**src/hw/rtl/b2da_pkg.sv**
```systemverilog
// Shared types, constants and the double-dabble step for the decimal text converter.
`default_nettype none
package b2da_pkg;

  localparam int BinWidth   = 32;
  localparam int NumDigits  = 10;
  localparam int BcdWidth   = 4 * NumDigits;
  localparam int StepsPerStage = 8;
  localparam logic [5:0] CharZero = 6'h30;

  typedef struct packed {
    logic [BinWidth-1:0] bin;
    logic [BcdWidth-1:0] bcd;
  } b2da_work_t;

  function automatic b2da_work_t b2da_dabble(input b2da_work_t w);
    b2da_work_t r;
    logic [BcdWidth-1:0] adj;
    r = w;
    for (int s = 0; s < StepsPerStage; s++) begin
      adj = r.bcd;
      for (int d = 0; d < NumDigits; d++) begin
        if (adj[4*d +: 4] >= 4'd5) begin
          adj[4*d +: 4] = adj[4*d +: 4] + 4'd3;
        end
      end
      r.bcd = {adj[BcdWidth-2:0], r.bin[BinWidth-1]};
      r.bin = {r.bin[BinWidth-2:0], 1'b0};
    end
    return r;
  endfunction

endpackage
`default_nettype wire

```
**src/hw/rtl/b2da_stage.sv**
```systemverilog
// One pipeline stage of the binary to BCD conversion, eight shift-add steps.
`default_nettype none
module b2da_stage import b2da_pkg::*; (
  input  wire logic       clk_i,
  input  wire logic       rst_ni,
  input  wire logic       en_i,
  input  wire logic       valid_i,
  input  wire b2da_work_t work_i,
  output logic            valid_o,
  output b2da_work_t      work_o
);

  logic       valid_q;
  b2da_work_t work_q;

  always_ff @(posedge clk_i or negedge rst_ni) begin
    if (!rst_ni) begin
      valid_q <= 1'b0;
    end else if (en_i) begin
      valid_q <= valid_i;
    end
  end

  always_ff @(posedge clk_i) begin
    if (en_i) begin
      work_q <= b2da_dabble(work_i);
    end
  end

  assign valid_o = valid_q;
  assign work_o  = work_q;

endmodule
`default_nettype wire

```
**src/hw/rtl/b2da_emit.sv**
```systemverilog
// Serialiser that sends the BCD digits as ASCII characters, most significant first.
`default_nettype none
module b2da_emit import b2da_pkg::*; #(
  parameter int MAX_DIGITS = 10
) (
  input  wire logic                clk_i,
  input  wire logic                rst_ni,
  input  wire logic                load_i,
  input  wire logic [BcdWidth-1:0] bcd_i,
  output logic                     ready_o,
  output logic                     valid_o,
  output logic [5:0]               digit_char_o,
  output logic                     last_o
);

  localparam int Lim = (MAX_DIGITS < NumDigits) ? MAX_DIGITS : NumDigits;
  localparam logic [3:0] LimW = 4'(Lim);

  logic                active_q;
  logic [3:0]          idx_q, idx_d;
  logic [BcdWidth-1:0] bcd_q;
  logic [3:0]          count;

  always_comb begin
    count = 4'd1;
    for (int d = 0; d < NumDigits; d++) begin
      if (bcd_i[4*d +: 4] != 4'd0) begin
        count = 4'(d + 1);
      end
    end
    if (count > LimW) begin
      count = LimW;
    end
    idx_d = count - 4'd1;
  end

  assign ready_o = !active_q || (idx_q == 4'd0);

  always_ff @(posedge clk_i or negedge rst_ni) begin
    if (!rst_ni) begin
      active_q <= 1'b0;
      idx_q    <= 4'd0;
    end else if (load_i) begin
      active_q <= 1'b1;
      idx_q    <= idx_d;
    end else if (active_q) begin
      if (idx_q == 4'd0) begin
        active_q <= 1'b0;
      end else begin
        idx_q <= idx_q - 4'd1;
      end
    end
  end

  always_ff @(posedge clk_i) begin
    if (load_i) begin
      bcd_q <= bcd_i;
    end
  end

  assign valid_o      = active_q;
  assign digit_char_o = CharZero + {2'b00, bcd_q[4*idx_q +: 4]};
  assign last_o       = (idx_q == 4'd0);

endmodule
`default_nettype wire

```
**src/hw/rtl/binary_to_decimal_ascii.sv**
```systemverilog
// Top level: 32-bit binary to decimal ASCII characters with leading zeros suppressed.
// Each value passes through the four shift-add conversion stages and is then loaded into the serialiser.
// Throughput: one character per cycle while a value is being sent; each digit, up to MAX_DIGITS, gives one character.
// The four conversion stages take a new value each cycle while the serialiser keeps up.
// Reset clears all valid bits and the serialiser; the receiver cannot stall.
`default_nettype none
module binary_to_decimal_ascii import b2da_pkg::*; #(
  parameter int MAX_DIGITS = 10
) (
  input  wire logic        clk_i,
  input  wire logic        rst_ni,
  input  wire logic        start_i,
  output logic             busy_o,
  input  wire logic [31:0] value_i,
  output logic             valid_o,
  output logic [5:0]       digit_char_o,
  output logic             last_o
);

  localparam int NumStages = BinWidth / StepsPerStage;

  logic       valid_s [NumStages+1];
  b2da_work_t work_s  [NumStages+1];
  logic       emit_ready;
  logic       advance;

  assign advance = !valid_s[NumStages] || emit_ready;
  assign busy_o  = !advance;

  assign valid_s[0]    = start_i && advance;
  assign work_s[0].bin = value_i;
  assign work_s[0].bcd = '0;

  for (genvar g = 0; g < NumStages; g++) begin : g_stage
    b2da_stage u_stage (
      .clk_i   (clk_i),
      .rst_ni  (rst_ni),
      .en_i    (advance),
      .valid_i (valid_s[g]),
      .work_i  (work_s[g]),
      .valid_o (valid_s[g+1]),
      .work_o  (work_s[g+1])
    );
  end

  b2da_emit #(.MAX_DIGITS(MAX_DIGITS)) u_emit (
    .clk_i        (clk_i),
    .rst_ni       (rst_ni),
    .load_i       (valid_s[NumStages] && emit_ready),
    .bcd_i        (work_s[NumStages].bcd),
    .ready_o      (emit_ready),
    .valid_o      (valid_o),
    .digit_char_o (digit_char_o),
    .last_o       (last_o)
  );

endmodule
`default_nettype wire
```
**config.mk**
```make
export PLATFORM = sky130hd
export DESIGN_NAME = binary_to_decimal_ascii
export DESIGN_NICKNAME = d
export VERILOG_FILES = /design/src/hw/rtl/b2da_pkg.sv /design/src/hw/rtl/b2da_stage.sv /design/src/hw/rtl/b2da_emit.sv /design/src/hw/rtl/binary_to_decimal_ascii.sv
export SDC_FILE = /design/constraint.sdc
export NUM_CORES = 1
export LEC_CHECK = 0
export ABC_AREA = 1
export CORE_ASPECT_RATIO = 1.25
export CORE_UTILIZATION = 67
export CTS_CLUSTER_SIZE = 30
export DETAILED_ROUTE_END_ITERATION = 12
export DONT_BUFFER_PORTS = 1
export PLACE_DENSITY = 0.83
export SYNTH_ARGS = -nofsm -noshare
export SYNTH_HDL_FRONTEND = slang
export SYNTH_SLANG_ARGS = --single-unit
```
**constraint.sdc**
```tcl
create_clock -name clk_i -period 7 [get_ports clk_i]
set_input_delay 0.7 -clock clk_i [delete_from_list [all_inputs] [get_ports clk_i]]
set_output_delay 0.7 -clock clk_i [all_outputs]
set_load 0.01 [all_outputs]
```
# After elaboration in Yosys (flattened, before gate mapping)
# Index checks and enable logic that the tools add are counted.
# totals
reg_bits	257
# classes
n_addsub	278
shift	1
n_lt_le_gt_ge	276
n_mux	529
reduce_logical	19
eq_ne	1
# op_table
cell	n
4-bit two-way mux	480
4-bit by 3-bit >= comparator with 1-bit output, second input constant	275
4-bit by 2-bit adder with 4-bit output, second input constant	251
3-bit two-way mux	45
3-bit by 2-bit adder with 3-bit output, second input constant	24
40-bit by 7-bit variable part select with 4-bit output	1
4-bit nonzero test	9
4-bit by 1-bit subtractor with 4-bit output, second input constant	2
5-bit by 5-bit adder with 6-bit output, first input constant	1
4-bit greater-than comparator, second input constant	1
4-bit logical NOT	1
1-bit logical NOT	3
1-bit two-way mux	3
1-bit logical AND	2
1-bit logical OR	2
2-bit two-way mux	1
2-bit by 1-bit inequality test with 1-bit output, second input constant	1
2-bit AND reduction	1
2-bit nonzero test	1

# Logic depth before layout (Yosys ltp)
# Gate-level depths: netlist of the first run.
# logic_depth
ltp_word	24
ltp_mapped	49
ltp_nobuf	49

# By module
# A second synthesis of the first run with hierarchy kept.
# unflattened
cells_unflattened	6631
area_unflattened_um2	42608.4
# by_module_without_submodules
mod	area_each_um2	seq_area_each_um2	instances	cells_each
b2da_stage	10123.5	1946.9	4	1606
b2da_emit	2083.2	1326.3	1	199
binary_to_decimal_ascii	31.3	0.0	1	8

# Least setup slack after synthesis of the first run
# Ideal clock, no wire load.
# synth_path
kind	flip-flop to flip-flop
from	reg g_stage[2].u_stage.work_q, in the netlist g_stage[2].u_stage.work_o[29]
to	reg g_stage[3].u_stage.work_q, in the netlist g_stage[3].u_stage.work_o[38], data pin
arrival_time_ns	5.475
setup_ns	0.266
path_stages_with_launch	44
t_required_ns	6.734
path_slack_ns	1.259
path_cell_list	edfxtp_1 > inv_1 > ha_1 > o21ai_4 > xor2_2 > ha_1 > nand3_1 > nand3_1 > nand2_1 > and2_1 > nand2_2 > nand2_1 > inv_1 > nor2_1 > inv_1 > nand2_1 > ha_1 > a21oi_1 > [8 not listed] > nand2_1 > inv_1 > nand2_1 > nand2_1 > inv_1 > o21ai_0 > o22ai_1 > ha_1 > inv_1 > ha_1 > a21oi_1 > inv_1 > xor2_1 > ha_1 > inv_1 > or2_2 > a21oi_1 > a21oi_1
# synth_between
elab_chain_len	23
word_cells_on_any_way	71
cone_classes	18 x add/sub; 18 x order compare; 35 x mux
# synth_rtl
item	line	source
start: declaration	b2da_stage.sv:14	b2da_work_t work_q;
start signal: assignment	b2da_stage.sv:26	work_q <= b2da_dabble(work_i);
4-bit by 2-bit adder with 4-bit output or 4-bit by 3-bit >= comparator with 1-bit output (tied branches)	b2da_pkg.sv:24, b2da_pkg.sv:23	
4-bit two-way mux *	b2da_pkg.sv:23	if (adj[4*d +: 4] >= 4'd5) begin
4-bit two-way mux *	b2da_stage.sv:25	if (en_i) begin
4-bit by 2-bit adder with 4-bit output or 4-bit by 3-bit >= comparator with 1-bit output (tied branches)	b2da_pkg.sv:24, b2da_pkg.sv:23	
4-bit two-way mux	b2da_pkg.sv:23	
4-bit two-way mux	b2da_stage.sv:25	
4-bit by 2-bit adder with 4-bit output (tied with other cells)	b2da_pkg.sv:24	adj[4*d +: 4] = adj[4*d +: 4] + 4'd3;
4-bit two-way mux or 3-bit two-way mux (tied branches)	b2da_pkg.sv:23	
[7 not listed]	n/a	
4-bit by 2-bit adder with 4-bit output (tied with other cells)	b2da_pkg.sv:24	
4-bit two-way mux or 3-bit two-way mux (tied branches)	b2da_pkg.sv:23	
4-bit two-way mux or 3-bit two-way mux (tied branches)	b2da_stage.sv:25	
4-bit by 2-bit adder with 4-bit output (tied with other cells)	b2da_pkg.sv:24	
4-bit two-way mux or 3-bit two-way mux (tied branches)	b2da_pkg.sv:23	
4-bit two-way mux or 3-bit two-way mux (tied branches)	b2da_stage.sv:25	
4-bit by 3-bit >= comparator with 1-bit output or 3-bit by 2-bit adder with 3-bit output (tied branches)	b2da_pkg.sv:23, b2da_pkg.sv:24	
3-bit two-way mux *	b2da_pkg.sv:23	
end signal: assignment	b2da_stage.sv:26	
end: declaration	b2da_stage.sv:14	
# Every way passes the cells marked *; elsewhere a longest branch is shown, timed or not. The select of a mux whose other input is x is not followed.
# A chain may end at the register's enable or synchronous reset.

# Worst setup path in the final report of the first run
# layout_path
from	reg g_stage[2].u_stage.work_q, in the netlist g_stage[2].u_stage.work_o[24]
to	reg g_stage[3].u_stage.work_q, in the netlist g_stage[3].u_stage.work_o[38], data pin
# layout_between
elab_chain_len	23
word_cells_on_any_way	79
cone_classes	20 x add/sub; 20 x order compare; 39 x mux
# layout_rtl
item	line
4-bit by 2-bit adder with 4-bit output or 4-bit by 3-bit >= comparator with 1-bit output (tied branches)	b2da_pkg.sv:24, b2da_pkg.sv:23
4-bit two-way mux *	b2da_pkg.sv:23
4-bit two-way mux *	b2da_stage.sv:25
4-bit by 2-bit adder with 4-bit output or 4-bit by 3-bit >= comparator with 1-bit output (tied branches)	b2da_pkg.sv:24, b2da_pkg.sv:23
4-bit two-way mux	b2da_pkg.sv:23
4-bit two-way mux	b2da_stage.sv:25
4-bit by 2-bit adder with 4-bit output or 4-bit by 3-bit >= comparator with 1-bit output (tied branches)	b2da_pkg.sv:24, b2da_pkg.sv:23
4-bit two-way mux	b2da_pkg.sv:23
[7 not listed]	n/a
4-bit by 2-bit adder with 4-bit output (tied with other cells)	b2da_pkg.sv:24
4-bit two-way mux or 3-bit two-way mux (tied branches)	b2da_pkg.sv:23
4-bit two-way mux or 3-bit two-way mux (tied branches)	b2da_stage.sv:25
4-bit by 2-bit adder with 4-bit output (tied with other cells)	b2da_pkg.sv:24
4-bit two-way mux or 3-bit two-way mux (tied branches)	b2da_pkg.sv:23
4-bit two-way mux or 3-bit two-way mux (tied branches)	b2da_stage.sv:25
4-bit by 3-bit >= comparator with 1-bit output or 3-bit by 2-bit adder with 3-bit output (tied branches)	b2da_pkg.sv:23, b2da_pkg.sv:24
3-bit two-way mux *	b2da_pkg.sv:23
# Marks and branches as above.

==> reports/results.tsv, run 1 <==
metric	value	unit
initial core utilization	68.0	%
CTS tree	done	
outcome	finished, final reports clean	
GRT met3 Usage	3.02	%
RePlAce Congestion	0.904	
row count	74	
Starting DRT DRC Count	844	
die area	0.0339	mm^2
Peak Freq	157	MHz
largest family of logic cells by synthesized area	simple AND/OR/NAND/NOR gates	
Slew HR	22.3	%
Critical Path RT	7210	ps
clock buffer count from CTS	17	
grt peak-use layer	met2	
Longest Clk Path Bufs	2	
post-synthesis mux area share	0.315	%
GRT Total Usage	25.7	%
peak fanout along the critical path	5	
post-synthesis compound-gate area fraction	7.69	%
Die Ht	206	um
Async S/R FF share, synth	4.52	%
post-synth cell types	55	
Arr. time, crit path	6580	ps
clk sinks	199	
initial antenna violation count	0	
final setup violation count	0	
Worst Max-Slew Pin Slew	1170	ps
CTS root buffer	clkbuf_16	
Synth Area in Adders	7.66	%
Tightest Hold Check Type	in -> reg	
CP Launch Type	flop	
post-route ant nets	0	
Maximum Capacitance Violations	0	
Clock Latency Late Sink	470	ps
ant diodes	0	
setup TNS	0	ps
Via Count	19900	
vias in the first global route	19200	
setup ws final	627	ps
Core Region	0.0327	mm^2
DRC errors left	0	
DR vias/cell	5.45	
GRT overflow	0	
Syn Inst Count	3212	
Total Wirelength	41500	um
Area Growth Syn to Fin	5.38	%
Synth Register Bits	199	
main flop type after synthesis	edfxtp_1	
Critical Path Sink Type	flop	
share of cells above drive strength 1	16.4	%
most frequent CP cell	inv_1	
Die Span X	165	um
Ys Warns	0	
largest net degree at the start of global routing	87	
Cell Area, Synth	0.0222	mm^2
Clock H-tree levels	4	
Crit Path Category	reg -> reg	
GR Util met2	52.6	%
clock-pin slew on the worst setup and hold paths	90	ps
Port-buffer cells	0	
final number of hold-violating endpoints	0	
Setup Skew	12.4	ps
Post-synth EDFFs	190	
crit share post-route	91.0	%
Layout Nets	3400	
post-placement worst setup slack	453	ps
dpl hpwl	32700	um
simple logic cell fraction of the synthesized area	44.3	%
first-pass GRT wire length	74700	um
met1 GRT Util	26.1	%
Synth Area per Inst	6.92	um^2
max-slew violations	0	
sequential fraction of the synthesis area	26.7	%
Final Critical Period	6370	ps
CP peak stage delay	420	ps
Avg WL per Cell	11.3	um
XOR/XNOR share of the synthesized area	3.91	%
CP max-delay cell	edfxtp_1	
top-level port count	44	
DRT Pass-1 Iters	5	
==> timing repair <==
action | CTS | global route
endpoints found under the hold margin | 9 | 0
gates resized for setup | 0 | 8
hold buffers | 1 | 0
setup endpoints to repair | 0 | 2
setup buffers | 0 | 2
==> cell usage in the layout (no fill, tap or decap), types with 5 or more instances in the layout <==
| master | netlist | routed |
|---|---|---|
| nand2_1 | 1041 | 1041 |
| inv_1 | 522 | 520 |
| nand3_1 | 325 | 323 |
| nand2_2 | 231 | 231 |
| edfxtp_1 | 190 | 190 |
| ha_1 | 136 | 136 |
| nand4_1 | 107 | 107 |
| nand3_2 | 100 | 102 |
| o21ai_0 | 79 | 79 |
| xor2_1 | 53 | 51 |
| nor2_1 | 50 | 49 |
| o21ai_2 | 42 | 42 |
| a21oi_1 | 42 | 40 |
| nand2_4 | 31 | 31 |
| a21o_1 | 28 | 28 |
| o21ai_1 | 25 | 25 |
| and2_1 | 24 | 24 |
| nand3b_1 | 23 | 23 |
| inv_2 | 21 | 22 |
| clkbuf_16 | 0 | 17 |
| xor2_2 | 11 | 13 |
| and2_4 | 11 | 11 |
| o211ai_1 | 9 | 9 |
| o22ai_1 | 10 | 9 |
| nor4_1 | 9 | 9 |
| dfrtp_1 | 9 | 9 |
| a31o_2 | 8 | 8 |
| mux2i_1 | 7 | 7 |
| xnor2_1 | 7 | 7 |
| clkinv_8 | 0 | 6 |
| nand3_4 | 5 | 5 |
| a21o_2 | 5 | 5 |
| xnor2_2 | 5 | 5 |
| o221ai_1 | 5 | 5 |
==> state kept, by name, indices dropped and copies added (netlist names) <==
signal / flops
g_stage.u_stage.valid_o: 4
u_emit.idx_q: 4
u_emit.bcd_q: 40
u_emit.valid_o: 1
g_stage.u_stage.work_o: 150
==> per-layer routing <==
metal	wire length (um)	vias up
met3	811	68
met2	23100	268
li1	-	10500
met4	722	0
met1	16800	9087
met5	0	-
==> through the flow <==
step,utilization (%),instance area [um^2],std cells,hold slack [ps]
finish,71.6,23400,3660,323
detailed placement,69.5,22700,3625,405
floorplan,-,22200,3213,400
CTS,71.5,23400,3658,305
global placement,69.5,22700,3625,400
global route,71.6,23400,3660,301
==> cell usage after synthesis (4+ instances only) <==
library cell	n	share of area, %
o211ai_1	9	0.30
and2_2	4	0.14
o221ai_1	5	0.20
nor4_1	9	0.25
nor2_1	50	0.84
a21o_2	5	0.20
nand2_4	31	1.6
a21o_1	28	0.95
nand2_1	1041	18
and2_1	24	0.68
inv_2	21	0.35
a31o_2	8	0.32
nand3_2	100	4.5
o22ai_1	10	0.28
clkbuf_1	4	0.068
o21ai_0	79	1.8
nand2_2	231	6.5
nand3_1	325	7.3
xnor2_1	7	0.28
o21ai_2	42	1.7
mux2i_1	7	0.32
xor2_2	11	0.81
nand4_1	107	3.0
o21ai_1	25	0.56
ha_1	136	7.7
nor3_1	4	0.090
inv_1	522	8.8
xor2_1	53	2.1
dfrtp_1	9	1.0
and2_4	11	0.43
edfxtp_1	190	26
nand3_4	5	0.39
nand3b_1	23	0.78
a21oi_1	42	0.95
xnor2_2	5	0.37
==> logic make-up (layout without fill, tap and decap cells) <==
logic type / after synthesis / count (layout)
other: 1 / 2
flip-flops: 199 / 199
AO/OA/AOI/OAI: 266 / 266
AND/OR/NAND/NOR: 1970 / 1970
XOR/XNOR: 79 / 79
adder cells (fa/ha/maj): 136 / 136
buffers and inverters: 554 / 583
multiplexers: 7 / 7
==> area by class of cell <==
class	instances	area, um^2
repair buffers	4	32.5
well taps	418	523
clock inverters	15	193
multi-input cells	2460	14200
clock buffers	17	425
fillers	2568	9280
inverters	547	2060
flip-flops and latches	199	5930
==> critical path, delay by kind of cell, from the launching register on <==
kind / cells / cell delay [ps]
and+or+nand+nor: 16 / 2130
adders and majority gates: 7 / 1310
buffers and inverters: 13 / 1010
AOI/OAI and AO/OA: 6 / 840
DFF: 1 / 420
xor gates and xnor gates: 2 / 400
==> worst paths after layout <==
path | start | endpoint | slack, ps | cells past startpoint
worst max-delay path | g_stage[2].u_stage.work_o[24] | g_stage[3].u_stage.work_o[38] | 630 | 44
worst min-delay path | value_i[12] | g_stage[0].u_stage.work_o[60] | 320 | 0
worst max register to register | g_stage[2].u_stage.work_o[24] | g_stage[3].u_stage.work_o[38] | 630 | 44
worst min register to register | g_stage[1].u_stage.work_o[59] | g_stage[2].u_stage.work_o[67] | 420 | 0
max in group asynchronous | rst_ni | g_stage[0].u_stage.valid_o | 6120 | 1
min in group asynchronous | rst_ni | u_emit.idx_q[3] | 590 | 1
Power of run 1 is not shown: default switching activity piles up to over one toggle a cycle in this logic, so the estimate is an artifact.
==> run 2, diff against run 1 <==
CORE_UTILIZATION = 68   (was 67)
PLACE_DENSITY = 0.84   (was 0.83)
SYNTH_HIERARCHICAL = 1   (was default)
==> run 2 against run 1 <==
Against the previous run:
- final cell count increased by 110%
- critical path depth increased by 14
- area after synthesis increased by 84%
- maximum frequency decreased by 2.1%
- via count increased by 95%
- register-to-register slack got worse by 140 ps
- largest cell class unchanged
- setup slack got worse by 140 ps
- synthesized cell count increased by 100%
- flip-flop and latch count increased by 58
- highest routed layer unchanged
==> reports/results.tsv, run 2 <==
metric	value	unit
RePlAce Congestion	0.860	
Clock H-tree levels	1	
clock buffer count from CTS	30	
Critical Path Sink Type	flop	
Port-buffer cells	0	
CP max-delay cell	edfxtp_1	
min-delay src	value_i[1]	
Critical Path RT	7350	ps
Avg WL per Cell	10.2	um
Syn Inst Count	6547	
final setup violation count	0	
Total Wirelength	76400	um
Arr. time, crit path	6860	ps
Maximum Capacitance Violations	0	
peak fanout along the critical path	4	
Worst Setup SP	g_stage[2].u_stage/work_o[32]	
CTS root buffer	clkbuf_16	
initial core utilization	68.7	%
most common cell after layout, fill and taps aside	nand2_1	
Worst Max-Slew Pin Slew	805	ps
row count	100	
Cell Area, Synth	0.0409	mm^2
Core Region	0.0596	mm^2
GRT Total Usage	25.0	%
Worst R2R Start	g_stage[2].u_stage/work_o[32]	
DR vias/cell	5.17	
clk sinks	257	
share of cells above drive strength 1	17.3	%
clock-pin slew on the worst setup and hold paths	70	ps
Die Span X	221	um
first-pass GRT wire length	138000	um
Ys Warns	6	
outcome	finished, final reports clean	
R2R cell count	58	
Setup Skew	15.3	ps
top-level port count	44	
Via Count	38800	
ant diodes	0	
Peak Freq	154	MHz
Min-Delay Path Depth	0	
dpl hpwl	63800	um
Layout Nets	6990	
Clock Latency Late Sink	590	ps
Final Critical Period	6510	ps
Synth Area per Inst	6.25	um^2
final number of hold-violating endpoints	0	
CP Launch Type	flop	
Longest Clk Path Bufs	3	
max reg flops	208	
finished layout cell area	0.0435	mm^2
Slew HR	46.3	%
Tightest Hold Check Type	in -> reg	
post-route ant nets	0	
max-slew violations	0	
DP Area	0.0424	mm^2
most frequent CP cell	nand2_1	
GRT overflow	0	
CP peak stage delay	430	ps
vias in the first global route	36000	
Area Growth Syn to Fin	6.44	%
CTS tree	done	
largest net degree at the start of global routing	58	
DRT Pass-1 Iters	7	
die area	0.0612	mm^2
Crit Path Category	reg -> reg	
Starting DRT DRC Count	1294	
Die Ht	276	um
initial antenna violation count	0	
most frequent cells in the layout	2363 x nand2_1, 1071 x inv_1, 715 x nand3_1, 441 x nand2_2, 248 x edfxtp_1	
crit share post-route	93.0	%
DRC errors left	0	
run 2: worst paths after layout:
kind	end	slack (ps)
worst min register to register	g_stage[1].u_stage/work_o[68]	410
min in group asynchronous	g_stage[3].u_stage/valid_o	470
worst max-delay path	g_stage[3].u_stage/work_o[37]	490
worst max register to register	g_stage[3].u_stage/work_o[37]	490
max in group asynchronous	g_stage[1].u_stage/valid_o	6250
worst min-delay path	g_stage[0].u_stage/work_o[49]	200
run 2: per-layer routing:
layer | vias up | global-route usage, % | share of wire, %
li1 | 21200 | - | -
met1 | 17200 | 25.1 | 40
met2 | 290 | 53.1 | 55
met3 | 123 | 1.79 | 1.7
met4 | 0 | 7.55 | 2.6
met5 | - | 0 | 0
run 2: stage by stage:
stage | utilization (%) | setup WS (ps) | hold WS, ps | TNS [ps] | instances
floorplan | - | 403 | 400 | 0 | 6679
global route | 73.1 | -83.2 | 169 | -301 | 7503
global placement | 71.1 | 811 | 402 | 0 | 7442
CTS | 72.9 | 420 | 166 | 0 | 7499
finish | 73.1 | 489 | 197 | 0 | 7503
detailed placement | 71.1 | 477 | 405 | 0 | 7442
run 2: critical path: cells and delay by family (launching register included):
| kind | cells | cell delay [ps] |
|---|---|---|
| AND/OR/NAND/NOR | 37 | 3620 |
| buffers and inverters | 13 | 800 |
| adder cells (fa/ha/maj) | 8 | 1400 |
| flip-flops | 1 | 430 |
run 2: final cells by class:
| class | count | area, um^2 |
|---|---|---|
| clock buffers | 31 | 754 |
| clock inverters | 25 | 270 |
| fillers | 4978 | 16000 |
| inverters | 1170 | 4390 |
| multi-input cells | 5245 | 29400 |
| flip-flops and latches | 257 | 7670 |
| well taps | 765 | 957 |
| repair buffers | 10 | 77.6 |
run 2: repair_timing:
item / CTS / global route
gates resized for setup: 0 / 38
hold endpoints to repair: 9 / 0
endpoints found under the setup margin: 0 / 6
hold buffers: 1 / 0
buffers inserted: 0 / 4
Power of run 2 is left out for the same reason.
